$ cat src/rtl/core/mfd_pkg.sv
// Shared types, codes and constants for the mono framebuffer draw engine.
`default_nettype none

package mfd_pkg;

    // Default screen size in pixels
    localparam int SCREEN_W_DEF = 128;
    localparam int SCREEN_H_DEF = 64;

    // Internal coordinate width: holds centre +/- radius plus span length
    localparam int CW = 20;
    typedef logic signed [CW-1:0] coord_t;

    // Stream widths
    localparam int IN_TDATA_W  = 120;
    localparam int IN_TUSER_W  = 4;
    localparam int OUT_TDATA_W = 8;

    // Command kinds
    localparam logic [3:0] KIND_CLEAR  = 4'd0;
    localparam logic [3:0] KIND_DOT    = 4'd1;
    localparam logic [3:0] KIND_HLINE  = 4'd2;
    localparam logic [3:0] KIND_VLINE  = 4'd3;
    localparam logic [3:0] KIND_LINE   = 4'd4;
    localparam logic [3:0] KIND_FRAME  = 4'd5;
    localparam logic [3:0] KIND_BOX    = 4'd6;
    localparam logic [3:0] KIND_CIRCLE = 4'd7;
    localparam logic [3:0] KIND_DISC   = 4'd8;
    localparam logic [3:0] KIND_READ   = 4'd9;

    // Pen codes
    localparam logic [1:0] PEN_WHITE = 2'd0;
    localparam logic [1:0] PEN_BLACK = 2'd1;
    localparam logic [1:0] PEN_XOR   = 2'd2;

    // Geometry datapath commands
    typedef enum logic [3:0] {
        GC_IDLE,
        GC_LOAD,
        GC_INIT_A,
        GC_INIT_B,
        GC_INIT_C,
        GC_DESC,
        GC_CLIP,
        GC_STEP,
        GC_NEXT
    } geom_op_t;

    // Framebuffer commands
    typedef enum logic [1:0] {
        FC_NONE,
        FC_VISIT,
        FC_READ,
        FC_CLEAR
    } fb_op_t;

    typedef struct packed {
        logic src_fin;
        logic span_more;
        logic rd_inb;
    } geom_sts_t;

    typedef struct packed {
        logic busy;
        logic rd_bit;
    } fb_sts_t;

    function automatic coord_t sext16(input logic [15:0] v);
        return coord_t'($signed(v));
    endfunction

    function automatic coord_t zext16(input logic [15:0] v);
        return $signed({{(CW-16){1'b0}}, v});
    endfunction

endpackage

`default_nettype wire

$ cat src/rtl/core/mfd_ctrl.sv
// Command sequencer: handshakes, span/visit loop and result register.
`default_nettype none

module mfd_ctrl (
    input  wire logic               clk,
    input  wire logic               rst_n,
    input  wire logic               in_valid,
    output logic                    in_ready,
    input  wire logic [3:0]         in_kind,
    output logic                    out_valid,
    input  wire logic               out_ready,
    output logic                    out_value,
    output logic                    out_inb,
    output mfd_pkg::geom_op_t       g_op,
    input  wire mfd_pkg::geom_sts_t g_sts,
    output mfd_pkg::fb_op_t         f_op,
    input  wire mfd_pkg::fb_sts_t   f_sts
);

    typedef enum logic [3:0] {
        ST_IDLE,
        ST_INIT_A,
        ST_INIT_B,
        ST_INIT_C,
        ST_DESC,
        ST_CLIP,
        ST_PIX,
        ST_PWAIT,
        ST_CLR,
        ST_RD,
        ST_RDW,
        ST_FIN
    } state_t;

    state_t state_reg;
    logic   out_valid_reg, out_value_reg, out_inb_reg;
    logic   res_value_reg, res_inb_reg;
    logic   accept;

    assign in_ready  = (state_reg == ST_IDLE) && !f_sts.busy;
    assign accept    = in_valid && in_ready;
    assign out_valid = out_valid_reg;
    assign out_value = out_value_reg;
    assign out_inb   = out_inb_reg;

    always_comb
    begin
        g_op = mfd_pkg::GC_IDLE;
        f_op = mfd_pkg::FC_NONE;
        unique case (state_reg)
            ST_IDLE:
            begin
                if (accept)
                begin
                    g_op = mfd_pkg::GC_LOAD;
                    if (in_kind == mfd_pkg::KIND_CLEAR)
                        f_op = mfd_pkg::FC_CLEAR;
                end
            end
            ST_INIT_A: g_op = mfd_pkg::GC_INIT_A;
            ST_INIT_B: g_op = mfd_pkg::GC_INIT_B;
            ST_INIT_C: g_op = mfd_pkg::GC_INIT_C;
            ST_DESC:
                if (!g_sts.src_fin)
                    g_op = mfd_pkg::GC_DESC;
            ST_CLIP:   g_op = mfd_pkg::GC_CLIP;
            ST_PIX:
            begin
                if (g_sts.span_more)
                begin
                    g_op = mfd_pkg::GC_STEP;
                    f_op = mfd_pkg::FC_VISIT;
                end
                else
                    g_op = mfd_pkg::GC_NEXT;
            end
            ST_RD:
                if (g_sts.rd_inb)
                    f_op = mfd_pkg::FC_READ;
            default: ;
        endcase
    end

    always_ff @(posedge clk or negedge rst_n)
    begin
        if (!rst_n)
        begin
            state_reg     <= ST_IDLE;
            out_valid_reg <= 1'b0;
            out_value_reg <= 1'b0;
            out_inb_reg   <= 1'b0;
            res_value_reg <= 1'b0;
            res_inb_reg   <= 1'b0;
        end
        else
        begin
            // result register: load from FIN when free, else drop once taken
            if (state_reg == ST_FIN && (!out_valid_reg || out_ready))
            begin
                out_valid_reg <= 1'b1;
                out_value_reg <= res_value_reg;
                out_inb_reg   <= res_inb_reg;
            end
            else if (out_valid_reg && out_ready)
                out_valid_reg <= 1'b0;
            unique case (state_reg)
                ST_IDLE:
                begin
                    if (accept)
                    begin
                        res_value_reg <= 1'b0;
                        res_inb_reg   <= 1'b0;
                        priority if (in_kind == mfd_pkg::KIND_CLEAR)
                            state_reg <= ST_CLR;
                        else if (in_kind == mfd_pkg::KIND_READ)
                            state_reg <= ST_RD;
                        else if (in_kind >= mfd_pkg::KIND_DOT && in_kind <= mfd_pkg::KIND_DISC)
                            state_reg <= ST_INIT_A;
                        else
                            state_reg <= ST_FIN;
                    end
                end
                ST_INIT_A: state_reg <= ST_INIT_B;
                ST_INIT_B: state_reg <= ST_INIT_C;
                ST_INIT_C: state_reg <= ST_DESC;
                ST_DESC:   state_reg <= g_sts.src_fin ? ST_FIN : ST_CLIP;
                ST_CLIP:   state_reg <= ST_PIX;
                ST_PIX:    state_reg <= g_sts.span_more ? ST_PWAIT : ST_DESC;
                ST_PWAIT:  state_reg <= ST_PIX;
                ST_CLR:
                    if (!f_sts.busy)
                        state_reg <= ST_FIN;
                ST_RD:     state_reg <= g_sts.rd_inb ? ST_RDW : ST_FIN;
                ST_RDW:
                begin
                    res_value_reg <= f_sts.rd_bit;
                    res_inb_reg   <= 1'b1;
                    state_reg     <= ST_FIN;
                end
                ST_FIN:
                begin
                    if (!out_valid_reg || out_ready)
                        state_reg <= ST_IDLE;
                end
                default: state_reg <= ST_IDLE;
            endcase
        end
    end

endmodule

`default_nettype wire

$ cat config.mk
export PLATFORM = sky130hd
export DESIGN_NAME = mfd_ctrl
export DESIGN_NICKNAME = d
export VERILOG_FILES = /design/src/rtl/core/mfd_pkg.sv /design/src/rtl/core/mfd_ctrl.sv
export SDC_FILE = /design/constraint.sdc
export NUM_CORES = 1
export LEC_CHECK = 0
export BUFFER_PORTS_ARGS = -buffer_cell sky130_fd_sc_hd__buf_4
export CAP_MARGIN = 0
export CORE_UTILIZATION = 36
export CTS_CLUSTER_SIZE = 10
export DETAILED_ROUTE_END_ITERATION = 6
export PLACE_DENSITY_LB_ADDON = 0.2
export SYNTH_ARGS = -nofsm -noshare
export SYNTH_HDL_FRONTEND = slang
export SYNTH_SLANG_ARGS = --single-unit
export TNS_END_PERCENT = 100
$ cat constraint.sdc
create_clock -name clk -period 2.2 [get_ports clk]
set_clock_uncertainty 0.2 [all_clocks]
set_input_delay 0.22 -clock clk [delete_from_list [all_inputs] [get_ports clk]]
set_output_delay 0.22 -clock clk [all_outputs]
set_load 0.005 [all_outputs]
==> reports/results.txt <==
critical path launch point type = register
clock sink total = 9
placeable core region = 1750 µm²
reported net switching power = 0.477 mW
max capacitance violation total = 0
hpwl dp = 1300 µm
number of warnings issued by yosys = 0
combinational group share of total power = 65.2%
top post-synthesis cells by area = dfrtp_1, nand2b_1, nor2_1, o2bb2ai_1, nor2b_1
horizontal die dimension = 45.4 µm
initial antenna violation count = 0
Tightest Hold Check Type = in2async
commonest non-fill, non-tap cells in the layout = buf_4, dfrtp_1, nor2_1
clock tree from TritonCTS = built
die outline height = 45.4 µm
starting DRC count in detailed routing = 16
worst-margin pin slew = 0.471 ns
Final Hold Viols = 0
post-synthesis cell type with the largest combined area = dfrtp_1
later-pin clock latency in the skew report = 0.25 ns
part of the power in registers = 23.9%
period utilization = 102%
failing checks = setup timing
number of nets in the layout = 124
result of the run = finished, violations left
mean instance size in the synthesized netlist = 8.37 µm²
#FFs+latches synth = 9
number of pins with negative max-slew slack in the final report = 0
count of fill cells added during filler insertion = 179
placed cell count = 127
total routing resource utilization after global routing = 20.2%
cell count after synthesis = 81
Port-buffer cells = 22
share of the yosys chip area belonging to registers = 33.2%
unique cell type count in the Yosys netlist = 34
vias in the first global route = 675
final weighted congestion of routability-driven global placement = 0.744
flip-flop count of the largest register after layout = 4
Syn Nets = 94
fraction of layout instances using a drive strength above 1 = 34.5%
Internal = 0.692 mW
first-pass GRT wire length = 3000 µm
clock slew at reported path FFs = 0.06 ns
area share of the largest cell type after synthesis = 33.2%
Setup TNS = -0.0359 ns
setup repair after global routing missed its margin = true
detailed-routing iteration count for the pre-antenna-repair pass = 6
Cell Rows = 15
LEAKAGE = 0.434 nW
cts bufs inserted = 3
number of top-level design ports = 23
worst-path fanout max = 4
worst IR drop on VDD = 0.647 mV
relative slew slack = 68.4%
areal power density over the cells = 1230 nW/µm²
buffer cell driving the clock tree root = clkbuf_4
switching share of power = 40.8%
number of nets still failing antenna checks after routing = 0
diodes inserted = 0
Most used DFF post-synth = dfrtp_1
Tmin final = 2.24 ns
largest net degree at the start of global routing = 18
Die Outline Area = 2060 µm²
type of the worst setup path = reg2out
CTS H-tree depth = 1
clock buffer depth = 2
f_max = 0.447 GHz
slack of the critical path = -0.0359 ns
most common cell after layout, fill and taps aside = buf_4
endpoint class of the critical path = output port
setup-violating endpoint count in the final report = 1
EDFF count, synth = 0
arrival time at the worst endpoint = 1.82 ns
sum of overflow across all layers after global routing = 0
total wirelength of the detailed-routed design = 1800 µm
drc violations = 0
non-filler cells in the finished layout = 135
Synth async-reset ratio = 100%
wire length per cell = 13.3 µm
Syn Std Cell Area = 678 µm²
Starting Density = 38.9%
Area growth, synth to finish = 39.9%
total via count after detailed routing = 737
per-cell via count in the routed design = 5.46
clock network fraction of total power = 10.9%
Worst EP required = 1.78 ns
==> through the flow <==
| step | power, mW | hold slack, ns | instance area [µm²] | utilization [%] | setup slack (ns) |
|---|---|---|---|---|---|
| 2_1_floorplan | 0.759 | -0.276 | 678 | - | 0.282 |
| 3_3_place_gp | 0.978 | -0.154 | 877 | 50.3 | 0.213 |
| 3_5_place_dp | 0.990 | -0.149 | 877 | 50.3 | 0.203 |
| 4_1_cts | 1.15 | 0.114 | 936 | 53.6 | -0.0344 |
| 5_1_grt | 1.27 | 0.134 | 948 | 54.3 | -0.0962 |
| 6_report | 1.17 | 0.135 | 948 | 54.3 | -0.0359 |
==> path summary, 6_finish.rpt <==
kind                              start      endpoint  slack, ns  cells past startpoint
min reg2reg                 res_inb_reg   res_inb_reg       0.29                      1
max                        state_reg[2]       g_op[0]      -0.04                      4
min in group clk              out_ready     out_valid       0.14                      3
max reg2reg                state_reg[3]     out_value       0.32                      5
max in group asynchronous         rst_n  state_reg[2]       1.53                      2
min                               rst_n     out_value       0.13                      2
==> critical path: stages (launching register included) <==
cell and delay, ns:
dfrtp_1 0.38, or4_4 0.57, or3b_4 0.41, o31ai_2 0.07, buf_4 0.14
==> synth_stat cells (all sizes together), types with 2 or more instances <==
library cell	instances
dfrtp	9
nor2	8
nand2b	7
nand2	6
a21oi	4
nor2b	4
o21ai	4
clkbuf	3
o2bb2ai	3
a21o	2
a32o	2
buf	2
mux2	2
nand3	2
nand3b	2
nor3	2
nor4	2
o211ai	2
==> metal layers <==
metal | track usage, % | part of all wire (%)
met2 | 32.0 | 52
met1 | 26.9 | 43
met3 | 4.76 | 3.9
met4 | 6.67 | 0.72
met5 | 0 | 0
==> power by group through the flow <==
stage	Combinational (mW)	Sequential, mW	Clock (mW)
after global routing	0.835	0.290	0.145
after floorplan	0.469	0.290	0
after CTS	0.738	0.279	0.131
after global placement	0.698	0.280	0
final	0.762	0.280	0.127
after detailed placement	0.708	0.282	0
==> final cells by class <==
| type | count | area [µm²] | share of cell area, % |
|---|---|---|---|
| multi-input cells | 66 | 432 | 45.5 |
| repair buffers | 30 | 230 | 24.3 |
| flip-flops and latches | 9 | 225 | 23.7 |
| well taps | 25 | 31.3 | 3.30 |
| clock buffers | 4 | 26.3 | 2.77 |
| inverters | 1 | 3.75 | 0.396 |
==> what timing repair did <==
item / CTS / global route
gates resized for setup: 1 / 1
hold endpoints to repair: 10 / 0
pin swaps: 2 / 1
buffers inserted: 1 / 1
hold buffers: 2 / 0
setup endpoints to repair: 3 / 3
==> kinds of logic after synthesis <==
kind of cell	synth area share, %
simple gates	31.2
compound gates	26.4
flops	33.2
buf+inv	4.61
mux	3.32
xor+xnor	1.29
Note: power is estimated with default switching activity, not from simulation.
