### config.mk
export PLATFORM = sky130hd
export DESIGN_NAME = mfd_geom
export DESIGN_NICKNAME = d
export VERILOG_FILES = /design/src/rtl/core/mfd_pkg.sv /design/src/rtl/core/mfd_geom.sv
export SDC_FILE = /design/constraint.sdc
export NUM_CORES = 2
export LEC_CHECK = 0
export ABC_AREA = 1
export BUFFER_PORTS_ARGS = -buffer_cell sky130_fd_sc_hd__buf_4
export CELL_PAD_IN_SITES_DETAIL_PLACEMENT = 1
export CELL_PAD_IN_SITES_GLOBAL_PLACEMENT = 1
export CORE_MARGIN = 3
export CORE_UTILIZATION = 30
export DETAILED_ROUTE_END_ITERATION = 8
export GPL_TIMING_DRIVEN = 0
export PLACE_DENSITY_LB_ADDON = 0.1
export SLEW_MARGIN = 20
export SYNTH_ARGS = -nofsm -noshare
export SYNTH_HDL_FRONTEND = slang
export SYNTH_SLANG_ARGS = --single-unit
### constraint.sdc
create_clock -name clk -period 23 [get_ports clk]
set_input_delay 1.15 -clock clk [delete_from_list [all_inputs] [get_ports clk]]
set_output_delay 1.15 -clock clk [all_outputs]
set_load 0.005 [all_outputs]
### src/rtl/core/mfd_pkg.sv
// Shared types, codes and constants for the mono framebuffer draw engine.
`default_nettype none

package mfd_pkg;

    // Default screen size in pixels
    localparam int SCREEN_W_DEF = 128;
    localparam int SCREEN_H_DEF = 64;

    // Internal coordinate width: holds centre +/- radius plus span length
    localparam int CW = 20;
    typedef logic signed [CW-1:0] coord_t;

    // Stream widths
    localparam int IN_TDATA_W  = 120;
    localparam int IN_TUSER_W  = 4;
    localparam int OUT_TDATA_W = 8;

    // Command kinds
    localparam logic [3:0] KIND_CLEAR  = 4'd0;
    localparam logic [3:0] KIND_DOT    = 4'd1;
    localparam logic [3:0] KIND_HLINE  = 4'd2;
    localparam logic [3:0] KIND_VLINE  = 4'd3;
    localparam logic [3:0] KIND_LINE   = 4'd4;
    localparam logic [3:0] KIND_FRAME  = 4'd5;
    localparam logic [3:0] KIND_BOX    = 4'd6;
    localparam logic [3:0] KIND_CIRCLE = 4'd7;
    localparam logic [3:0] KIND_DISC   = 4'd8;
    localparam logic [3:0] KIND_READ   = 4'd9;

    // Pen codes
    localparam logic [1:0] PEN_WHITE = 2'd0;
    localparam logic [1:0] PEN_BLACK = 2'd1;
    localparam logic [1:0] PEN_XOR   = 2'd2;

    // Geometry datapath commands
    typedef enum logic [3:0] {
        GC_IDLE,
        GC_LOAD,
        GC_INIT_A,
        GC_INIT_B,
        GC_INIT_C,
        GC_DESC,
        GC_CLIP,
        GC_STEP,
        GC_NEXT
    } geom_op_t;

    // Framebuffer commands
    typedef enum logic [1:0] {
        FC_NONE,
        FC_VISIT,
        FC_READ,
        FC_CLEAR
    } fb_op_t;

    typedef struct packed {
        logic src_fin;
        logic span_more;
        logic rd_inb;
    } geom_sts_t;

    typedef struct packed {
        logic busy;
        logic rd_bit;
    } fb_sts_t;

    function automatic coord_t sext16(input logic [15:0] v);
        return coord_t'($signed(v));
    endfunction

    function automatic coord_t zext16(input logic [15:0] v);
        return $signed({{(CW-16){1'b0}}, v});
    endfunction

endpackage

`default_nettype wire

### src/rtl/core/mfd_geom.sv
// Geometry datapath: shape walkers, span descriptors and span clipping.
`default_nettype none

module mfd_geom #(
    parameter int SCREEN_W = mfd_pkg::SCREEN_W_DEF,
    parameter int SCREEN_H = mfd_pkg::SCREEN_H_DEF
) (
    input  wire logic              clk,
    input  wire mfd_pkg::geom_op_t op,
    input  wire logic [3:0]        kind,
    input  wire logic [1:0]        pen,
    input  wire logic [15:0]       x_pos,
    input  wire logic [15:0]       y_pos,
    input  wire logic [15:0]       x_end,
    input  wire logic [15:0]       y_end,
    input  wire logic [15:0]       span_w,
    input  wire logic [15:0]       span_h,
    input  wire logic [15:0]       radius,
    output logic [1:0]             pen_q,
    output mfd_pkg::coord_t        pt_x,
    output mfd_pkg::coord_t        pt_y,
    output mfd_pkg::geom_sts_t     sts
);

    localparam mfd_pkg::coord_t LimW = mfd_pkg::coord_t'(SCREEN_W);
    localparam mfd_pkg::coord_t LimH = mfd_pkg::coord_t'(SCREEN_H);
    localparam mfd_pkg::coord_t One  = mfd_pkg::coord_t'(1);
    localparam mfd_pkg::coord_t Two  = mfd_pkg::coord_t'(2);
    localparam logic [3:0]      FrameSides = 4'd4;
    localparam logic [2:0]      OctLast    = 3'd7;

    // Latched command
    logic [3:0]      kind_reg;
    logic [1:0]      pen_reg;
    mfd_pkg::coord_t xp_reg, yp_reg, xe_reg, ye_reg, w_reg, h_reg, r_reg;

    // Walker state
    logic [3:0]      k_reg;
    logic            fin_reg;
    mfd_pkg::coord_t row_reg, row_end_reg;
    mfd_pkg::coord_t ldx_reg, ldy_reg, lax_reg, lay_reg, lbx_reg, lby_reg;
    mfd_pkg::coord_t lcx_reg, lcy_reg, err_reg;
    logic            steep_reg, step_up_reg;
    mfd_pkg::coord_t cf_reg, cddx_reg, cddy_reg, ca_reg, cb_reg;

    // Span
    logic            sp_vert_reg, sp_ok_reg;
    mfd_pkg::coord_t sp_fix_reg, sp_start_reg, sp_len_reg, sp_cur_reg, sp_end_reg;

    // Combinational helpers
    logic            d_vert;
    mfd_pkg::coord_t d_fix, d_start, d_len;
    mfd_pkg::coord_t u_v, v_v, yh;
    mfd_pkg::coord_t adx, ady;
    logic            steep, swap;
    mfd_pkg::coord_t err_m;
    logic            c_fpos;
    mfd_pkg::coord_t c_ddy_n, c_ddx_n, cf_n;
    mfd_pkg::coord_t lim, flim, c_end;
    logic            src_fin;

    assign yh = yp_reg + h_reg;

    // Bresenham set-up
    assign adx   = (ldx_reg < 0) ? -ldx_reg : ldx_reg;
    assign ady   = (ldy_reg < 0) ? -ldy_reg : ldy_reg;
    assign steep = ady > adx;
    assign swap  = lax_reg > lbx_reg;
    assign err_m = err_reg - ldy_reg;

    // Midpoint step
    assign c_fpos  = !cf_reg[mfd_pkg::CW-1];
    assign c_ddy_n = c_fpos ? cddy_reg + Two : cddy_reg;
    assign c_ddx_n = cddx_reg + Two;
    assign cf_n    = cf_reg + (c_fpos ? c_ddy_n : '0) + c_ddx_n;

    // Span clip
    assign lim   = sp_vert_reg ? LimH : LimW;
    assign flim  = sp_vert_reg ? LimW : LimH;
    assign c_end = sp_start_reg + sp_len_reg;

    // Next span descriptor
    always_comb
    begin
        u_v     = k_reg[0] ? cb_reg : ca_reg;
        v_v     = k_reg[0] ? ca_reg : cb_reg;
        d_vert  = 1'b0;
        d_fix   = yp_reg;
        d_start = xp_reg;
        d_len   = One;
        unique case (kind_reg)
            mfd_pkg::KIND_HLINE:
                d_len = w_reg;
            mfd_pkg::KIND_VLINE:
            begin
                d_vert  = 1'b1;
                d_fix   = xp_reg;
                d_start = yp_reg;
                d_len   = w_reg;
            end
            mfd_pkg::KIND_FRAME:
            begin
                unique case (k_reg[1:0])
                    2'd0:
                        d_len = w_reg;
                    2'd1:
                    begin
                        d_fix = yh - One;
                        d_len = w_reg;
                    end
                    2'd2:
                    begin
                        d_vert  = 1'b1;
                        d_fix   = xp_reg;
                        d_start = yp_reg;
                        d_len   = h_reg;
                    end
                    default:
                    begin
                        d_vert  = 1'b1;
                        d_fix   = xp_reg + w_reg - One;
                        d_start = yp_reg;
                        d_len   = h_reg;
                    end
                endcase
            end
            mfd_pkg::KIND_BOX:
            begin
                d_fix = row_reg;
                d_len = w_reg;
            end
            mfd_pkg::KIND_LINE:
            begin
                d_fix   = steep_reg ? lcx_reg : lcy_reg;
                d_start = steep_reg ? lcy_reg : lcx_reg;
            end
            mfd_pkg::KIND_CIRCLE, mfd_pkg::KIND_DISC:
            begin
                d_vert = 1'b1;
                d_fix  = k_reg[1] ? xp_reg - u_v : xp_reg + u_v;
                if (kind_reg == mfd_pkg::KIND_DISC)
                begin
                    d_start = k_reg[2] ? yp_reg : yp_reg - v_v;
                    d_len   = v_v + One;
                end
                else
                begin
                    d_start = k_reg[2] ? yp_reg + v_v : yp_reg - v_v;
                end
            end
            default: ;
        endcase
    end

    // Source exhausted
    always_comb
    begin
        unique case (kind_reg)
            mfd_pkg::KIND_DOT, mfd_pkg::KIND_HLINE, mfd_pkg::KIND_VLINE:
                src_fin = (k_reg != 4'd0);
            mfd_pkg::KIND_FRAME:
                src_fin = (w_reg == 0) || (h_reg == 0) || (k_reg == FrameSides);
            mfd_pkg::KIND_BOX:
                src_fin = (row_reg >= row_end_reg);
            mfd_pkg::KIND_LINE:
                src_fin = (lcx_reg > lbx_reg);
            mfd_pkg::KIND_CIRCLE, mfd_pkg::KIND_DISC:
                src_fin = fin_reg;
            default:
                src_fin = 1'b1;
        endcase
    end

    assign sts.src_fin   = src_fin;
    assign sts.span_more = sp_ok_reg && (sp_cur_reg < sp_end_reg);
    assign sts.rd_inb    = (xp_reg >= 0) && (xp_reg < LimW) && (yp_reg >= 0) && (yp_reg < LimH);

    always_comb
    begin
        if (kind_reg == mfd_pkg::KIND_READ)
        begin
            pt_x = xp_reg;
            pt_y = yp_reg;
        end
        else
        begin
            pt_x = sp_vert_reg ? sp_fix_reg : sp_cur_reg;
            pt_y = sp_vert_reg ? sp_cur_reg : sp_fix_reg;
        end
    end

    assign pen_q = pen_reg;

    always_ff @(posedge clk)
    begin
        unique case (op)
            mfd_pkg::GC_LOAD:
            begin
                kind_reg <= kind;
                pen_reg  <= pen;
                xp_reg   <= mfd_pkg::sext16(x_pos);
                yp_reg   <= mfd_pkg::sext16(y_pos);
                xe_reg   <= mfd_pkg::sext16(x_end);
                ye_reg   <= mfd_pkg::sext16(y_end);
                w_reg    <= mfd_pkg::zext16(span_w);
                h_reg    <= mfd_pkg::zext16(span_h);
                r_reg    <= mfd_pkg::zext16(radius);
            end
            mfd_pkg::GC_INIT_A:
            begin
                ldx_reg     <= xe_reg - xp_reg;
                ldy_reg     <= ye_reg - yp_reg;
                row_reg     <= (yp_reg < 0) ? '0 : yp_reg;
                row_end_reg <= (yh > LimH) ? LimH : yh;
                cf_reg      <= One - r_reg;
                cddx_reg    <= One;
                cddy_reg    <= '0 - (r_reg <<< 1);
                ca_reg      <= '0;
                cb_reg      <= r_reg;
                k_reg       <= '0;
                fin_reg     <= 1'b0;
            end
            mfd_pkg::GC_INIT_B:
            begin
                steep_reg <= steep;
                lax_reg   <= steep ? yp_reg : xp_reg;
                lay_reg   <= steep ? xp_reg : yp_reg;
                lbx_reg   <= steep ? ye_reg : xe_reg;
                lby_reg   <= steep ? xe_reg : ye_reg;
                ldx_reg   <= steep ? ady : adx;
                ldy_reg   <= steep ? adx : ady;
            end
            mfd_pkg::GC_INIT_C:
            begin
                lcx_reg     <= swap ? lbx_reg : lax_reg;
                lcy_reg     <= swap ? lby_reg : lay_reg;
                lbx_reg     <= swap ? lax_reg : lbx_reg;
                step_up_reg <= (swap ? lay_reg : lby_reg) > (swap ? lby_reg : lay_reg);
                err_reg     <= ldx_reg >>> 1;
            end
            mfd_pkg::GC_DESC:
            begin
                sp_vert_reg  <= d_vert;
                sp_fix_reg   <= d_fix;
                sp_start_reg <= d_start;
                sp_len_reg   <= d_len;
            end
            mfd_pkg::GC_CLIP:
            begin
                sp_ok_reg  <= (sp_fix_reg >= 0) && (sp_fix_reg < flim) && (sp_len_reg != 0);
                sp_cur_reg <= (sp_start_reg < 0) ? '0 : sp_start_reg;
                sp_end_reg <= (c_end > lim) ? lim : c_end;
            end
            mfd_pkg::GC_STEP:
                sp_cur_reg <= sp_cur_reg + One;
            mfd_pkg::GC_NEXT:
            begin
                unique case (kind_reg)
                    mfd_pkg::KIND_BOX:
                        row_reg <= row_reg + One;
                    mfd_pkg::KIND_LINE:
                    begin
                        lcx_reg <= lcx_reg + One;
                        if (err_m < 0)
                        begin
                            lcy_reg <= step_up_reg ? lcy_reg + One : lcy_reg - One;
                            err_reg <= err_m + ldx_reg;
                        end
                        else
                            err_reg <= err_m;
                    end
                    mfd_pkg::KIND_CIRCLE, mfd_pkg::KIND_DISC:
                    begin
                        if (k_reg[2:0] != OctLast)
                            k_reg <= k_reg + 4'd1;
                        else if (ca_reg < cb_reg)
                        begin
                            k_reg    <= '0;
                            ca_reg   <= ca_reg + One;
                            cb_reg   <= c_fpos ? cb_reg - One : cb_reg;
                            cddx_reg <= c_ddx_n;
                            cddy_reg <= c_ddy_n;
                            cf_reg   <= cf_n;
                        end
                        else
                            fin_reg <= 1'b1;
                    end
                    default:
                        k_reg <= k_reg + 4'd1;
                endcase
            end
            default: ;
        endcase
    end

endmodule

`default_nettype wire

==> impl_metrics.tcl <==
set metrics [dict create \
    fmax_ghz 0.164 \
    ant_nets 0 \
    grt_pass1_vias 43100 \
    synth_top_family_by_area "simple AND/OR/NAND/NOR gates" \
    nets 6508 \
    cts_htree_levels 3 \
    clockBufferDepth 3 \
    dpl_cell_area_um2 48200 \
    cts.clk_slew.worst_paths_ps 60 \
    area_delta_synth_final_pct 15.0 \
    layout_min_cycle_time_ps 6090 \
    core_area_um2 145000 \
    cp_slowest_stage_delay_ps 770 \
    syn_area_um2 44000 \
    cts_tree "built" \
    die_x_um 389 \
    ir_worst_vdd_mv 0.0487 \
    ys.flop_type "edfxtp_1" \
    path_max_fanout 10 \
    start_util 0.304 \
    grt_pass1_wl_mm 307 \
    first_pass_iters 6 \
    synth-edff-count 527 \
    synthCells 5707 \
    crit_path_end_kind "output port" \
    grt.total_usage 0.279 \
    clock_sinks 527 \
    p_total_mw 2.81 \
    synth_xor_area_frac 0.0451 \
    synth-simple-area-share 0.214 \
    worstPathArrival_ps 4940 \
    worst_pin_slew_ps 1350 \
    clock-root-buffer "clkbuf_16" \
    routed_wl_mm 217 \
    fp-row-count 139 \
    ys_types 66 \
    cts_resized 0 \
    synth-seq-cells 527 \
    place.gp.congestion 0.980 \
    clk-insertion-delay-late_ps 690 \
    post_drt_wl_per_cell_um 27.2 \
    yosysTopAreaCell "edfxtp_1" \
    grt_start_max_net_pins 45 \
    yosysSeqAreaShare 0.360 \
    drv_cap 0 \
    ys_top_cells_by_count "nand2_1 (1,138), inv_1 (825), edfxtp_1 (527)" \
    ioPinCount 168 \
    rsz0062_at_grt "false" \
    cts_hold_buf 0 \
    p_leak_nw 21.8 \
    route.detailed.drc 0 \
    finalSetupTns_ps 0 \
    yosysMostFrequentCell "nand2_1" \
    crit_family "buffers and inverters" \
    synthMuxAreaShare 0 \
    numCtsBuffers 72 \
    worstPathCellList "inv_1 > nor2_1 > nand2_1 > clkinv_1 > nor2_2 > inv_1 > clkbuf_1 > a221oi_1 > nand3_1 > buf_4 > buf_4" \
    die_area_um2 151000 \
    required_ps 21850 \
    finish.utilization 0.350 \
    clock_skew_ps 39.1 \
    final_area_um2 50600 \
    synthAdderAreaFrac 0.119 \
    vias 43400 \
    avgSynthCellArea_um2 7.71 \
    yosysWarningCount 0 \
    startpoint_type "register" \
    outcome "completed" \
    min_period_over_period 0.265 \
    max_slew_margin 0.0968 \
    synth.top_cell.area_share 0.360 \
    ys_async_sr_fraction 0 \
    finalSetupViolCount 0 \
    viasPerCell 5.46 \
    drt-initial-drc-count 3553 \
    antenna_found_initial 16 \
    holdCritPathClass "register to register" \
    cpMaxStageDelayCell "a221oi_1" \
    critPathKind "register to output port" \
    die_h_um 389 \
    cts_setup_buffers 0 \
    gr-total-overflow 0 \
    hold_viol_final 0 \
    power.density_nw_per_um2 55.5 \
    port_buffers 167 \
    synth_nets 6229 \
    cp.buffers_inverters 6 \
    drv_slew 0 \
    drive_above_1_share 0.0770 \
    synth_compound_area_frac 0.176 \
    dpl.hpwl_mm 178 \
    synth_area_leaders "edfxtp_1 (36%), ha_1 (10%), nand2_1 (9.7%)" \
]
==> layout by cell type (no fill, tap or decap), types with 105 or more instances in the layout <==
master | Yosys | final
nand2_1 | 1138 | 1137
inv_1 | 825 | 824
edfxtp_1 | 527 | 527
nor2_1 | 500 | 498
o21ai_0 | 473 | 470
a21oi_1 | 429 | 429
ha_1 | 368 | 368
nand3_1 | 293 | 293
buf_4 | 6 | 193
xor2_1 | 169 | 169
clkbuf_1 | 112 | 108
o211ai_1 | 105 | 105
==> kinds of logic after synthesis <==
kind of cell / after synthesis
flip-flops: 527
XOR/XNOR: 222
AO/OA/AOI/OAI: 1345
AND/OR/NAND/NOR: 2218
adder cells (fa/ha/maj): 399
buffers and inverters: 996
==> path summary, 6_finish.rpt <==
check             slack, ps          end  cells past startpoint         from
hold reg to reg         630   lbx_reg[5]                      2   lax_reg[5]
setup reg to reg      17050  lbx_reg[14]                     25   ldy_reg[1]
setup / recovery      16910       sts[2]                     11  kind_reg[3]
hold / removal          630   lbx_reg[5]                      2   lax_reg[5]
==> area by class of cell <==
type | instances | area [µm²]
buffer | 156 | 686
fill | 17600 | 94100
sequential | 527 | 15800
antenna | 8 | 20.0
inverter | 840 | 3160
tap | 1903 | 2380
timing repair buffer | 205 | 1750
clock buffer | 84 | 1850
clock inverter | 46 | 519
multi-input combinational | 4184 | 24400
==> metrics by stage <==
step                      setup slack [ps]  instances  hold WS [ps]
after floorplan                      13000       5707           527
after global placement                6360       7777           582
after detailed placement             17080       7815           609
after CTS                            16960       7945           577
after global routing                 16670       7945           602
final                                16910       7953           627
==> report_power, final <==
group / switching [mW] / total (mW) / internal, mW
registers: 0.0374 / 1.13 / 1.09
logic: 0.352 / 0.512 / 0.160
clock network: 0.484 / 1.17 / 0.681
total: 0.873 / 2.81 / 1.93
==> tightest hold or removal path: cells and delay by family, from the launching register on <==
family / cells / cell delay, ps
AOI/OAI and AO/OA: 1 / 70
and+or+nand+nor: 1 / 60
DFF: 1 / 390
==> metal layers <==
layer | part of all wire | global-route usage | up-vias
li1 | - | - | 20200
met1 | 0.47 | 0.403 | 21600
met2 | 0.43 | 0.426 | 1346
met3 | 0.065 | 0.0417 | 273
met4 | 0.031 | 0.0881 | 8
met5 | 0.00019 | 0 | -
Note: power is estimated with default switching activity, not from simulation.
